==> src/rtl/pfx_pkg.sv <==
// Shared types, codes and defaults of the postfix integer evaluator.
package pfx_pkg;

    localparam int STACK_DEPTH_DEF = 16;
    localparam int DATA_W          = 32;
    localparam int OP_W            = 3;
    localparam int CAUSE_W         = 2;
    localparam int DIV_STEPS       = DATA_W;
    localparam int DIV_CNT_W       = $clog2(DIV_STEPS);

    localparam logic KIND_OPERAND  = 1'b0;
    localparam logic KIND_OPERATOR = 1'b1;

    localparam logic [OP_W-1:0] OP_ADD = 3'd0;
    localparam logic [OP_W-1:0] OP_SUB = 3'd1;
    localparam logic [OP_W-1:0] OP_DIV = 3'd2;
    localparam logic [OP_W-1:0] OP_MUL = 3'd3;
    localparam logic [OP_W-1:0] OP_REM = 3'd4;

    localparam logic [CAUSE_W-1:0] CAUSE_NONE   = 2'd0;
    localparam logic [CAUSE_W-1:0] CAUSE_NONNUM = 2'd1;
    localparam logic [CAUSE_W-1:0] CAUSE_DIV0   = 2'd2;
    localparam logic [CAUSE_W-1:0] CAUSE_MISUSE = 2'd3;

    typedef enum logic [4:0] {
        S_IDLE = 5'b00001,
        S_EXEC = 5'b00010,
        S_DIV  = 5'b00100,
        S_DFIX = 5'b01000,
        S_FIN  = 5'b10000
    } t_state;

    // Commands from the controller to the datapath.
    typedef struct packed {
        logic load;
        logic exec;
        logic div_step;
        logic div_fix;
        logic finish;
    } t_cmd;

    // Status from the datapath to the controller.
    typedef struct packed {
        logic div_req;
        logic div_done;
        logic last;
        logic out_busy;
    } t_sts;

endpackage

==> src/rtl/pfx_if.sv <==
// Valid/ready channel interfaces for input items and result words.
interface pfx_item_if;
    logic                            valid;
    logic                            ready;
    logic                            kind;
    logic signed [pfx_pkg::DATA_W-1:0] operand_value;
    logic                            is_number;
    logic        [pfx_pkg::OP_W-1:0] op_code;
    logic                            last;

    modport source (output valid, kind, operand_value, is_number, op_code, last,
                    input ready);
    modport sink   (input valid, kind, operand_value, is_number, op_code, last,
                    output ready);
endinterface

interface pfx_result_if;
    logic                               valid;
    logic                               ready;
    logic signed [pfx_pkg::DATA_W-1:0]  value;
    logic                               ok;
    logic        [pfx_pkg::CAUSE_W-1:0] cause;

    modport source (output valid, value, ok, cause, input ready);
    modport sink   (input valid, value, ok, cause, output ready);
endinterface

==> src/rtl/pfx_ctrl.sv <==
// Controller state machine that sequences each item through the datapath.
module pfx_ctrl (
    input  logic           i_clk,
    input  logic           i_rst_n,
    input  logic           i_valid,
    output logic           o_ready,
    input  pfx_pkg::t_sts  i_sts,
    output pfx_pkg::t_cmd  o_cmd
);

    pfx_pkg::t_state r_state, n_state;

    always_ff @(posedge i_clk) begin
        if (!i_rst_n) begin
            r_state <= pfx_pkg::S_IDLE;
        end else begin
            r_state <= n_state;
        end
    end

    always_comb begin
        n_state = r_state;
        o_cmd   = '0;
        o_ready = 1'b0;
        case (r_state)
            pfx_pkg::S_IDLE: begin
                o_ready  = 1'b1;
                o_cmd.load = i_valid;
                if (i_valid) begin
                    n_state = pfx_pkg::S_EXEC;
                end
            end
            pfx_pkg::S_EXEC: begin
                o_cmd.exec = 1'b1;
                n_state = i_sts.div_req ? pfx_pkg::S_DIV : pfx_pkg::S_FIN;
            end
            pfx_pkg::S_DIV: begin
                o_cmd.div_step = 1'b1;
                if (i_sts.div_done) begin
                    n_state = pfx_pkg::S_DFIX;
                end
            end
            pfx_pkg::S_DFIX: begin
                o_cmd.div_fix = 1'b1;
                n_state = pfx_pkg::S_FIN;
            end
            pfx_pkg::S_FIN: begin
                // A final item waits here until the result register is free.
                if (!(i_sts.last && i_sts.out_busy)) begin
                    o_cmd.finish = 1'b1;
                    n_state = pfx_pkg::S_IDLE;
                end
            end
            default: begin
                n_state = pfx_pkg::S_IDLE;
            end
        endcase
    end

endmodule

==> src/rtl/pfx_dp.sv <==
// Datapath: item registers, evaluation stack, ALU, serial divider, result register.
module pfx_dp #(
    parameter int STACK_DEPTH = pfx_pkg::STACK_DEPTH_DEF
) (
    input  logic                              i_clk,
    input  logic                              i_rst_n,
    input  pfx_pkg::t_cmd                     i_cmd,
    output pfx_pkg::t_sts                     o_sts,
    input  logic                              i_kind,
    input  logic        [pfx_pkg::DATA_W-1:0] i_operand_value,
    input  logic                              i_is_number,
    input  logic        [pfx_pkg::OP_W-1:0]   i_op_code,
    input  logic                              i_last,
    output logic                              o_valid,
    input  logic                              i_ready,
    output logic        [pfx_pkg::DATA_W-1:0] o_value,
    output logic        [pfx_pkg::CAUSE_W-1:0] o_cause
);

    localparam int DW = pfx_pkg::DATA_W;
    localparam int AW = $clog2(STACK_DEPTH);
    localparam int LW = $clog2(STACK_DEPTH + 1);
    localparam logic [LW-1:0] DEPTH_L = LW'(STACK_DEPTH);
    localparam logic [LW-1:0] ONE_L   = LW'(1);
    localparam logic [LW-1:0] TWO_L   = LW'(2);

    // Latched item.
    logic                    r_kind;
    logic [DW-1:0]           r_opnd;
    logic                    r_isnum;
    logic [pfx_pkg::OP_W-1:0] r_op;
    logic                    r_last;

    // Stack: the top entry lives in r_tos, the entries below it in the memory.
    logic [DW-1:0] r_mem [STACK_DEPTH];
    logic [DW-1:0] r_rd;
    logic [DW-1:0] r_tos, n_tos;
    logic [LW-1:0] r_level, n_level;
    logic          r_abort, n_abort;
    logic          r_div0, n_div0;
    logic          r_mis, n_mis;
    logic          w_wr_en;
    logic [LW-1:0] w_lm1, w_lm2;

    // Serial divider on magnitudes.
    logic [DW-1:0]                r_dq;
    logic [DW-1:0]                r_rem;
    logic [DW-1:0]                r_b;
    logic [pfx_pkg::DIV_CNT_W-1:0] r_cnt;
    logic                         r_sl, r_sr, r_isrem;
    logic [DW:0]                  w_sh;
    logic                         w_ge;
    logic [DW:0]                  w_sub;

    logic [DW-1:0] w_prod;
    logic [DW-1:0] w_lmag, w_rmag;
    logic          w_is_divop;

    logic                        r_out_valid;
    logic [DW-1:0]               r_out_value;
    logic [pfx_pkg::CAUSE_W-1:0] r_out_cause;

    assign w_lm1 = r_level - ONE_L;
    assign w_lm2 = r_level - TWO_L;
    assign w_prod = r_rd * r_tos;
    assign w_lmag = r_rd[DW-1] ? (~r_rd + 1'b1) : r_rd;
    assign w_rmag = r_tos[DW-1] ? (~r_tos + 1'b1) : r_tos;

    always_comb begin
        case (r_op) inside
            pfx_pkg::OP_DIV, pfx_pkg::OP_REM: w_is_divop = 1'b1;
            default:                          w_is_divop = 1'b0;
        endcase
    end

    assign o_sts.div_req  = !r_abort && (r_kind == pfx_pkg::KIND_OPERATOR) &&
                            (r_level >= TWO_L) && w_is_divop && (r_tos != '0);
    assign o_sts.div_done = (r_cnt == pfx_pkg::DIV_CNT_W'(pfx_pkg::DIV_STEPS - 1));
    assign o_sts.last     = r_last;
    assign o_sts.out_busy = r_out_valid && !i_ready;

    always_ff @(posedge i_clk) begin
        if (i_cmd.load) begin
            r_kind  <= i_kind;
            r_opnd  <= i_operand_value;
            r_isnum <= i_is_number;
            r_op    <= i_op_code;
            r_last  <= i_last;
        end
    end

    // The read address tracks the current level; the read data is registered in r_rd.
    always_ff @(posedge i_clk) begin
        if (w_wr_en) begin
            r_mem[w_lm1[AW-1:0]] <= r_tos;
        end
        r_rd <= r_mem[w_lm2[AW-1:0]];
    end

    always_comb begin
        n_tos   = r_tos;
        n_level = r_level;
        n_abort = r_abort;
        n_div0  = r_div0;
        n_mis   = r_mis;
        w_wr_en = 1'b0;
        if (i_cmd.exec && !r_abort) begin
            if (r_kind == pfx_pkg::KIND_OPERAND) begin
                if (!r_isnum) begin
                    n_abort = 1'b1;
                end else if (r_level >= DEPTH_L) begin
                    n_mis = 1'b1;
                end else begin
                    w_wr_en = (r_level != '0);
                    n_tos   = r_opnd;
                    n_level = r_level + ONE_L;
                end
            end else if (r_level < TWO_L) begin
                n_mis = 1'b1;
            end else begin
                n_level = w_lm1;
                case (r_op)
                    pfx_pkg::OP_SUB: n_tos = r_rd - r_tos;
                    pfx_pkg::OP_MUL: n_tos = w_prod;
                    pfx_pkg::OP_DIV, pfx_pkg::OP_REM: begin
                        // A nonzero divisor leaves r_tos for the divider to replace.
                        if (r_tos == '0) begin
                            n_div0 = 1'b1;
                            n_tos  = '0;
                        end
                    end
                    default: n_tos = r_rd + r_tos;
                endcase
            end
        end else if (i_cmd.div_fix) begin
            if (r_isrem) begin
                n_tos = r_sl ? (~r_rem + 1'b1) : r_rem;
            end else begin
                n_tos = (r_sl ^ r_sr) ? (~r_dq + 1'b1) : r_dq;
            end
        end else if (i_cmd.finish && r_last) begin
            n_level = '0;
            n_abort = 1'b0;
            n_div0  = 1'b0;
            n_mis   = 1'b0;
        end
    end

    always_ff @(posedge i_clk) begin
        r_tos <= n_tos;
        if (!i_rst_n) begin
            r_level <= '0;
            r_abort <= 1'b0;
            r_div0  <= 1'b0;
            r_mis   <= 1'b0;
        end else begin
            r_level <= n_level;
            r_abort <= n_abort;
            r_div0  <= n_div0;
            r_mis   <= n_mis;
        end
    end

    assign w_sh  = {r_rem, r_dq[DW-1]};
    assign w_sub = w_sh - {1'b0, r_b};
    assign w_ge  = (w_sh >= {1'b0, r_b});

    always_ff @(posedge i_clk) begin
        if (i_cmd.exec) begin
            r_dq    <= w_lmag;
            r_rem   <= '0;
            r_b     <= w_rmag;
            r_cnt   <= '0;
            r_sl    <= r_rd[DW-1];
            r_sr    <= r_tos[DW-1];
            r_isrem <= (r_op == pfx_pkg::OP_REM);
        end else if (i_cmd.div_step) begin
            r_rem <= w_ge ? w_sub[DW-1:0] : w_sh[DW-1:0];
            r_dq  <= {r_dq[DW-2:0], w_ge};
            r_cnt <= r_cnt + 1'b1;
        end
    end

    // Result register.
    always_ff @(posedge i_clk) begin
        if (i_cmd.finish && r_last) begin
            if (r_abort) begin
                r_out_value <= '0;
                r_out_cause <= pfx_pkg::CAUSE_NONNUM;
            end else begin
                r_out_value <= (r_level == '0) ? '0 : r_tos;
                if (r_mis || (r_level == '0)) begin
                    r_out_cause <= pfx_pkg::CAUSE_MISUSE;
                end else if (r_div0) begin
                    r_out_cause <= pfx_pkg::CAUSE_DIV0;
                end else begin
                    r_out_cause <= pfx_pkg::CAUSE_NONE;
                end
            end
        end
    end

    always_ff @(posedge i_clk) begin
        if (!i_rst_n) begin
            r_out_valid <= 1'b0;
        end else if (i_cmd.finish && r_last) begin
            r_out_valid <= 1'b1;
        end else if (i_ready) begin
            r_out_valid <= 1'b0;
        end
    end

    assign o_valid = r_out_valid;
    assign o_value = r_out_value;
    assign o_cause = r_out_cause;

endmodule

==> src/rtl/postfix_integer_evaluator.sv <==
// Top level of the postfix integer evaluator: controller plus datapath.
//
// Input words arrive on i_item, one expression item per word: an operand
// push (kind 0) or an operator (kind 1) that pops two entries and pushes
// the result. The word with last set closes the expression; one result
// word then appears on o_result with the top of stack, ok and a cause
// code, and the stack and error flags are cleared for the next expression.
// An input word is accepted when valid and ready are both high; ready is
// high only while the controller is idle, so one item is worked at a time.
// A push, add, subtract or multiply passes through capture, execute and
// finish between acceptance and the next ready. Divide and remainder
// with a nonzero divisor add a sign fix-up after the steps of the radix-2
// divider, which retires one quotient bit per cycle. A result word is
// visible the cycle after its final item finishes. The result sits in its
// own register, so new items are taken while it waits; only a following
// final item waits in the finish step if the receiver still stalls.
// Reset is synchronous and active low; it empties the stack, clears the
// flags and drops the result valid. Stack contents need no reset.
module postfix_integer_evaluator #(
    parameter int STACK_DEPTH = pfx_pkg::STACK_DEPTH_DEF
) (
    input  logic         i_clk,
    input  logic         i_rst_n,
    pfx_item_if.sink     i_item,
    pfx_result_if.source o_result
);

    pfx_pkg::t_cmd w_cmd;
    pfx_pkg::t_sts w_sts;
    logic          w_ready;
    logic [pfx_pkg::DATA_W-1:0]  w_value;
    logic [pfx_pkg::CAUSE_W-1:0] w_cause;

    // The controller owns input ready and steps the datapath.
    pfx_ctrl u_ctrl (
        .i_clk   (i_clk),
        .i_rst_n (i_rst_n),
        .i_valid (i_item.valid),
        .o_ready (w_ready),
        .i_sts   (w_sts),
        .o_cmd   (w_cmd)
    );

    pfx_dp #(
        .STACK_DEPTH (STACK_DEPTH)
    ) u_dp (
        .i_clk           (i_clk),
        .i_rst_n         (i_rst_n),
        .i_cmd           (w_cmd),
        .o_sts           (w_sts),
        .i_kind          (i_item.kind),
        .i_operand_value (i_item.operand_value),
        .i_is_number     (i_item.is_number),
        .i_op_code       (i_item.op_code),
        .i_last          (i_item.last),
        .o_valid         (o_result.valid),
        .i_ready         (o_result.ready),
        .o_value         (w_value),
        .o_cause         (w_cause)
    );

    assign i_item.ready   = w_ready;
    assign o_result.value = w_value;
    assign o_result.cause = w_cause;
    // Ok is derived from the cause so the two can never disagree.
    assign o_result.ok    = (w_cause == pfx_pkg::CAUSE_NONE);

endmodule

==> src/flat_wrapper.sv <==
// flat-port wrapper written by rule: the top's interface ports become plain ports
module postfix_integer_evaluator_flat 
#(
    parameter int STACK_DEPTH = pfx_pkg::STACK_DEPTH_DEF
)
  (i_clk, i_rst_n, i_item_valid, i_item_kind, i_item_operand_value, i_item_is_number, i_item_op_code, i_item_last, i_item_ready, o_result_valid, o_result_value, o_result_ok, o_result_cause, o_result_ready);
  pfx_item_if i_item_i ();
  pfx_result_if o_result_i ();
  input  logic i_clk;
  input  logic i_rst_n;
  input wire logic [$bits(i_item_i.valid)-1:0] i_item_valid;
  input wire logic [$bits(i_item_i.kind)-1:0] i_item_kind;
  input wire logic [$bits(i_item_i.operand_value)-1:0] i_item_operand_value;
  input wire logic [$bits(i_item_i.is_number)-1:0] i_item_is_number;
  input wire logic [$bits(i_item_i.op_code)-1:0] i_item_op_code;
  input wire logic [$bits(i_item_i.last)-1:0] i_item_last;
  output wire logic [$bits(i_item_i.ready)-1:0] i_item_ready;
  output wire logic [$bits(o_result_i.valid)-1:0] o_result_valid;
  output wire logic [$bits(o_result_i.value)-1:0] o_result_value;
  output wire logic [$bits(o_result_i.ok)-1:0] o_result_ok;
  output wire logic [$bits(o_result_i.cause)-1:0] o_result_cause;
  input wire logic [$bits(o_result_i.ready)-1:0] o_result_ready;
  assign i_item_i.valid = i_item_valid;
  assign i_item_i.kind = i_item_kind;
  assign i_item_i.operand_value = i_item_operand_value;
  assign i_item_i.is_number = i_item_is_number;
  assign i_item_i.op_code = i_item_op_code;
  assign i_item_i.last = i_item_last;
  assign i_item_ready = i_item_i.ready;
  assign o_result_valid = o_result_i.valid;
  assign o_result_value = o_result_i.value;
  assign o_result_ok = o_result_i.ok;
  assign o_result_cause = o_result_i.cause;
  assign o_result_i.ready = o_result_ready;
  postfix_integer_evaluator #(.STACK_DEPTH(STACK_DEPTH)) u_core (.i_clk(i_clk), .i_rst_n(i_rst_n), .i_item(i_item_i), .o_result(o_result_i));
endmodule
==> config.mk <==
export PLATFORM = sky130hd
export DESIGN_NAME = postfix_integer_evaluator_flat
export DESIGN_NICKNAME = d
export VERILOG_FILES = /design/src/rtl/pfx_pkg.sv /design/src/rtl/pfx_if.sv /design/src/rtl/pfx_ctrl.sv /design/src/rtl/pfx_dp.sv /design/src/rtl/postfix_integer_evaluator.sv /design/src/flat_wrapper.sv
export SDC_FILE = /design/constraint.sdc
export NUM_CORES = 2
export LEC_CHECK = 0
export BUFFER_PORTS_ARGS = -buffer_cell sky130_fd_sc_hd__buf_2
export CORE_MARGIN = 2
export CORE_UTILIZATION = 58
export CTS_CLUSTER_SIZE = 12
export DETAILED_ROUTE_END_ITERATION = 10
export PLACE_DENSITY = 0.87
export SETUP_SLACK_MARGIN = 0.05
export SLEW_MARGIN = 20
export SYNTH_ARGS = -nofsm -noshare
export SYNTH_HDL_FRONTEND = slang
export SYNTH_SLANG_ARGS = --single-unit
==> constraint.sdc <==
create_clock -name i_clk -period 6.75 [get_ports i_clk]
set_input_delay 1.35 -clock i_clk [delete_from_list [all_inputs] [get_ports i_clk]]
set_output_delay 1.35 -clock i_clk [all_outputs]
set_load 0.02 [all_outputs]
; ---- Word level (Yosys, flattened, before mapping)
; Memories as Yosys holds them, arrays and structs flattened. A register that Yosys moved wholly into a read port is not among the register bits.
; Index checks and enable logic that the tools add are counted.
[word_totals]
regBits = 222
ramBits = 512
n_memories = 1
input_bits = 42
[mem_list]
columns = memory, depth, word_bits, rd, rd_clocked_by_memory_dff, write_ports, line
row1 = u_core.u_dp.r_mem, 16, 32, 1, 1, 1, pfx_dp.sv:35  ; logic [DW-1:0] r_mem [STACK_DEPTH];
[classes]
muxes = 61
multipliers = 1
n_reduce_logical = 29
order_cmp = 4
eq_ne = 26
bitwise = 5
add_sub_neg = 11
[op_table]
columns = operator, n
row1 = $mux W32, 14
row2 = $add A32 B1 Y32 const B, 4
row3 = $not A32 Y32, 4
row4 = $pmux W32 S3, 1
row5 = $sub A32 B32 Y32, 2
row6 = $mux W5, 11
row7 = $ge A33 B32 Y1, 1
row8 = $add A32 B32 Y32, 1
row9 = $logic_not A32 Y1, 1
row10 = $mul A32 B32 Y32, 1
row11 = $reduce_bool A32 Y1, 1
row12 = $mux W1, 31
row13 = $mux W31, 1
row14 = $pmux W5 S5, 1
row15 = $ne A2 B2 Y1 const B, 8
row16 = $reduce_and A5 Y1, 3
row17 = $add A5 B1 Y5 const B, 2
row18 = $eq A5 B5 Y1 const B, 2
row19 = $ne A3 B3 Y1 const B, 3
row20 = $logic_and A1 B1 Y1, 8
row21 = $reduce_bool A2 Y1, 4
row22 = $eq A3 B2 Y1 const B, 2
row23 = $ne A3 B2 Y1 const B, 2
row24 = $reduce_and A6 Y1, 1
row25 = other kinds (23), 28

; ---- Depth between registers and ports, before layout
[depth]
ltp_word = 9
mapped_depth = 28
mapped_depth_nobuf = 26

; ---- By module
; Synthesis repeated with hierarchy kept, for this count alone.
[hier_totals]
cells_unflattened = 4279
area_unflattened_um2 = 51534.4
[by_module_without_submodules]
columns = module, area_per_inst_um2, n_inst, seq_area_each_um2, cells_each
row1 = pfx_dp, 51217.9, 1, 22071.2, 4242
row2 = pfx_ctrl, 312.8, 1, 100.1, 36
row3 = postfix_integer_evaluator, 3.8, 1, 0.0, 1

; ---- Worst setup path after synthesis
; No wires, ideal clock.
[synth_timing]
path_kind = flip-flop to flip-flop
from = register u_core.u_dp.r_tos[7]
to = register u_core.u_dp.r_tos[30], data pin
setup_ps = 259
setup_slack_ps = -679
arrival_ps = 7170
path_stages_with_launch = 27
path_cell_list = edfxtp_1 -> clkbuf_1 -> clkbuf_1 -> and2_1 -> fa_1 -> fa_1 -> fa_1 -> inv_1 -> fa_1 -> inv_1 -> fa_1 -> inv_1 -> fa_1 -> inv_1 -> fa_1 -> fa_1 -> ha_1 -> a21o_1 -> a21o_1 -> a21oi_1 -> o21ai_0 -> a21oi_1 -> a21boi_0 -> o21ai_0 -> nand2b_1 -> and4_1 -> o31a_1
[synth_via]
elab_chain_len = 5
elab_cells_between_ends = 7
classes_between = add/sub: 2 / mul: 1 / mux: 4
[synth_lines]
columns = element, line
row1 = start: declaration, pfx_dp.sv:37  ; logic [DW-1:0] r_tos, n_tos;
row2 = start signal: assignment, pfx_dp.sv:150  ; r_tos <= n_tos;
row3 = "$mul A32 B32 Y32, or another cell as far along", pfx_dp.sv:65  ; assign w_prod = r_rd * r_tos;
row4 = $pmux W32 S3 *, pfx_dp.sv:122  ; case (r_op)
row5 = $mux W32 *, pfx_dp.sv:118  ; end else if (r_level < TWO_L) begin
row6 = $mux W32 *, pfx_dp.sv:108  ; if (r_kind == pfx_pkg::KIND_OPERAND) begin
row7 = $mux W32 *, pfx_dp.sv:107  ; if (i_cmd.exec && !r_abort) begin
row8 = net u_core.u_dp.n_tos[30], pfx_dp.sv:37
; The timed path passes the listed nets; every way through them passes the cells marked *. The select of a mux whose other input is x is not followed.
; A chain may end at the register's enable or synchronous reset.

; ---- Worst setup path after layout
[layout_timing]
from = register u_core.u_dp.r_rd[15], read port of u_core.u_dp.r_mem
to = register u_core.u_dp.r_tos[30], data pin
[layout_via]
elab_chain_len = 5
elab_cells_between_ends = 7
classes_between = add/sub: 2 / mul: 1 / mux: 4
[layout_lines]
columns = element, line
row1 = start: declaration, pfx_dp.sv:36  ; logic [DW-1:0] r_rd;
row2 = "$mul A32 B32 Y32, or another cell as far along", pfx_dp.sv:65
row3 = $pmux W32 S3 *, pfx_dp.sv:122
row4 = $mux W32 *, pfx_dp.sv:118
row5 = $mux W32 *, pfx_dp.sv:108
row6 = $mux W32 *, pfx_dp.sv:107
row7 = net u_core.u_dp.n_tos[30], pfx_dp.sv:37
; Marked as above.

==> impl.org <==
** Min path
- The path class of the tightest hold or removal check is reg -> reg.

** Timing
- Setup TNS :: -3.632 ns
- The hold violation total from the final report came to 0.
- Worst relative slew slack :: 0.2159
- Final setup skew :: 0.02800 ns
- For the pin with the worst max-slew slack, the measured transition is 1.176 ns.
- Setup violations remaining at the end of the flow were counted as 15.
- Time the final worst path needs with I/O delays and setup :: 7.148 ns
- Final critical-path share of the clock period :: 1.059
- Hold timing on the final database bottoms out at a slack of 0.4920 ns.
- The final max-slew violation count is 0.
- Derived from the worst setup path, the maximum achievable clock frequency is 139.9 MHz.
- Setup repair after global routing could not meet its margin everywhere.
- Setup slack on the critical path of the routed design comes to -0.3980 ns.

** Logic synthesis
- edfxtp_1 takes more of the synthesized area than any other cell.
- Most frequently used cell type in the post-synthesis netlist :: edfxtp_1
- Top_reg_cell synth :: edfxtp_1
- Counting flops with an async set or reset pin after synthesis yields a share of 0.
- Counting flops with a built-in enable in the synthesized netlist gives 683.
- Number of warning messages in the yosys log :: 0
- Synth area leaders :: edfxtp_1 (40%), fa_1 (16%), mux4_2 (7.1%), ha_1 (5.0%), and2_1 (4.2%)
- After synthesis, the mean cell area works out to 12.11 um2.
- In the synthesized netlist, the cells that appear most often are edfxtp_1 (683), inv_1 (451), fa_1 (410), nand2_1 (401), and2_1 (343).
- Synthesized Nets :: 4868
- Unique cell type count in the Yosys netlist :: 77
- The cell area that synthesis handed to floorplanning was 51030 um2.
- Of the synthesized area, sequential elements account for 0.4345.
- The share of synthesized area in the top cell type comes to 0.4019.
- Synthesis inferred 766 register bits.
- After technology mapping, the gate count stands at 4214.

** Global route
- GRT Residual Overflow :: 0
- Maximum number of pins on one net before global-route repair :: 67
- For this run, the total global-route usage over all layers was measured as 0.3475.
- Antenna violations before repair :: 9
- Vias in the first global route :: 37320
- The first global-routing pass estimated 230900 um of wire.

** Clock network
- Clock tree synthesis inserted a total of 82 buffers.
- The cell sitting at the root of the clock tree is a clkbuf_16.
- TritonCTS built the clock tree.
- The clock reaches the later pin of the worst-skew pair after 0.68 ns.
- Count of hold-fix buffers inserted at cts :: 0
- Largest buffer count on any clock path :: 3
- For this design, the sink count on the clock tree is 766.
- CTS clock-pin slew for the worst setup and hold paths :: 0.06 ns
- Htree depth :: 3

** Critical path
- Required @ worst endpoint :: 7.17 ns
- Largest fanout on the critical path :: 14
- Worst reg-to-reg setup slack :: -0.40 ns
- Critical path destination :: u_core.u_dp.r_tos[30]
- At the worst endpoint, the arrival time is 7.57 ns.
- Origin of the worst setup path :: u_core.u_dp.r_rd[15]
- In this run the critical register-to-register path is launched from u_core.u_dp.r_rd[15].
- Endpoint type of the worst setup path :: flip-flop
- End of the worst register-to-register path :: u_core.u_dp.r_tos[30]
- Setup crit start kind :: flip-flop
- The critical path in this run is classified as reg -> reg.
- For the worst flop-to-flop path, the logic depth is 21.

** Placed design
- Estimated wirelength of the detail-placed design :: 104700 um
- Quantity of I/O buffers inserted on ports :: 78
- At the end of routability-driven placement, the weighted congestion stood at 0.9975.

** Cells and area
- Fraction of final layout cells sized beyond drive strength 1 :: 0.1829
- Area grow syn2layout :: 13.89%
- Share of the core filled with cells :: 0.6678
- The final layout contains 5109 nets.
- After filler insertion, the fill cell instance count of the layout stands at 5901.

** Route
- Detailed-route wire length per cell :: 27.54 um
- For this block, the routed nets add up to 156000 um of wire.
- The final route contains 36430 vias.
- The first detailed-routing pass ran for 6 iterations.
- Number of remaining DRC errors :: 0
- In the routed layout, each cell is associated on average with a via count of 6.434.
- For this block, the initial DRC count from the detailed router was 4708.
- Remaining antenna violation count :: 0

** Floorplanning
- The floorplan step defined a core boundary enclosing 87020 um2.
- Row generation in the floorplan step produced 108 rows.
- Die Outline Area :: 90370 um2
- Die Span X :: 300.6 um
- The floorplan step set the die height to 300.6 um.
- The initial utilization of the core area, before any placement, comes to 0.5864.
- IO Count :: 79

** Power and ir drop
- The worst-case IR drop observed on VDD is 465.8 uV.
- In this run the static leakage power is 22.83 nW.
- Power Dens Cells :: 279.5 nW/um2

** Status
- The final reports fail on setup timing.
- The run finished, with violations left.

** Flow run
- Max-cap violations in this run came to 0.
==> cell families (layout without fill, tap and decap cells) <==
family	count (synthesis)	in the layout	synth area share
AND/OR/NAND/NOR	1118	1118	0.1112
AO/OA/AOI/OAI	572	572	0.07094
multiplexers	172	172	0.07300
flip-flops	766	766	0.4345
buffers and inverters	687	978	0.05068
other	0	3	0
adder cells (fa/ha/maj)	612	612	0.2104
XOR/XNOR	287	287	0.04926
==> repair_timing <==
action / CTS / global route
resized for setup: 96 / 93
cloned: 1 / 1
endpoints found under the hold margin: 0 / 0
pin swaps: 47 / 70
setup buffers: 28 / 16
setup endpoints to repair: 17 / 23
==> sequential cells by signal, summed over array words and instances, names as in the netlist, 2 cells and up <==
name / cells
u_core.u_ctrl.r_state: 5
u_core.u_dp.o_cause: 2
u_core.u_dp.o_value: 32
u_core.u_dp.r_b: 32
u_core.u_dp.r_cnt: 5
u_core.u_dp.r_dq: 32
u_core.u_dp.r_level: 5
u_core.u_dp.r_mem: 512
u_core.u_dp.r_op: 3
u_core.u_dp.r_opnd: 32
u_core.u_dp.r_rd: 32
u_core.u_dp.r_rem: 32
u_core.u_dp.r_tos: 32
==> placed cells by master, fill, tap and decap left out, types with 15 or more instances in the layout <==
cell type    n
edfxtp_1   683
inv_1      439
nand2_1    400
fa_1       397
and2_1     323
buf_4      257
ha_1       187
o21ai_0    176
mux4_2     160
xnor2_1    147
xor2_1     134
nor2_1     111
a21oi_1    111
clkbuf_16   85
dfxtp_1     80
buf_2       78
o31ai_1     41
nor3_1      33
nand2b_1    32
nand3_1     28
clkbuf_1    27
buf_12      27
a21o_1      26
or3_1       25
buf_6       25
o211ai_1    24
nor2b_1     21
and2_4      19
o41ai_1     18
a31oi_1     16
nand4_1     15
nor2_4      15
==> worst max-delay path, stage by stage (launching register included) <==
cell	delay [ns]
dfxtp_1	0.41
buf_4	0.29
and2_1	0.19
fa_1	0.44
fa_1	0.49
fa_1	0.52
inv_1	0.06
fa_1	0.55
inv_2	0.04
fa_1	0.55
fa_2	0.45
fa_2	0.61
fa_2	0.46
ha_4	0.30
nand4_1	0.21
nor2_2	0.19
o2111a_1	0.24
o31ai_4	0.11
a21boi_2	0.20
or4_1	0.15
o2111ai_2	0.11
o31a_1	0.31
==> worst min path at each step <==
| stage | from | end | slack (ns) | depth (start not counted) |
|---|---|---|---|---|
| 2_1_floorplan | u_core.u_dp.r_rd[31] | u_core.u_dp.r_sl | 0.41 | 0 |
| 5_1_grt | u_core.u_dp.r_cnt[4] | u_core.u_dp.r_cnt[4] | 0.51 | 1 |
| 4_1_cts | u_core.u_dp.r_cnt[4] | u_core.u_dp.r_cnt[4] | 0.49 | 1 |
| 6_report | u_core.u_dp.r_cnt[4] | u_core.u_dp.r_cnt[4] | 0.49 | 1 |
| 3_5_place_dp | u_core.u_dp.r_cnt[4] | u_core.u_dp.r_cnt[4] | 0.48 | 1 |
| 3_3_place_gp | u_core.u_dp.r_cnt[4] | u_core.u_dp.r_cnt[4] | 0.46 | 1 |
==> routing by layer <==
metal / vias up / GRT usage / wire length (um)
li1: 15030 / - / -
met1: 18060 / 0.4274 / 53410
met2: 2573 / 0.5575 / 73340
met3: 765 / 0.07792 / 16450
met4: 6 / 0.2260 / 12730
met5: - / 0 / 40
==> area by class of cell <==
class | count | area, um2 | area share
clock inverter | 18 | 197.7 | 0.003402
multi-input combinational | 2761 | 27070 | 0.4658
tap | 1155 | 1445 | 0.02487
inverter | 452 | 1697 | 0.02920
sequential | 766 | 22180 | 0.3817
timing repair buffer | 392 | 3244 | 0.05583
clock buffer | 116 | 2272 | 0.03910
antenna | 3 | 7.507 | 0.0001292
==> stage by stage <==
step | cells | cell area (um2) | power, mW | worst slack [ns]
floorplan | 4214 | 51150 | 8.746 | -0.3585
global placement | 5480 | 54410 | 10.45 | -0.3820
detailed placement | 5480 | 54410 | 10.54 | -0.4214
CTS | 5642 | 57620 | 15.70 | -0.2482
global route | 5661 | 58110 | 16.93 | -0.5603
finish | 5663 | 58110 | 16.24 | -0.3980
==> report_power, final <==
group	leakage [nW]	switching, mW	internal, mW
Combinational	14.8	3.49	3.19
Clock	1.20	1.93	2.42
Sequential	6.85	0.0583	5.15
Note: power is estimated with default switching activity, not from simulation.
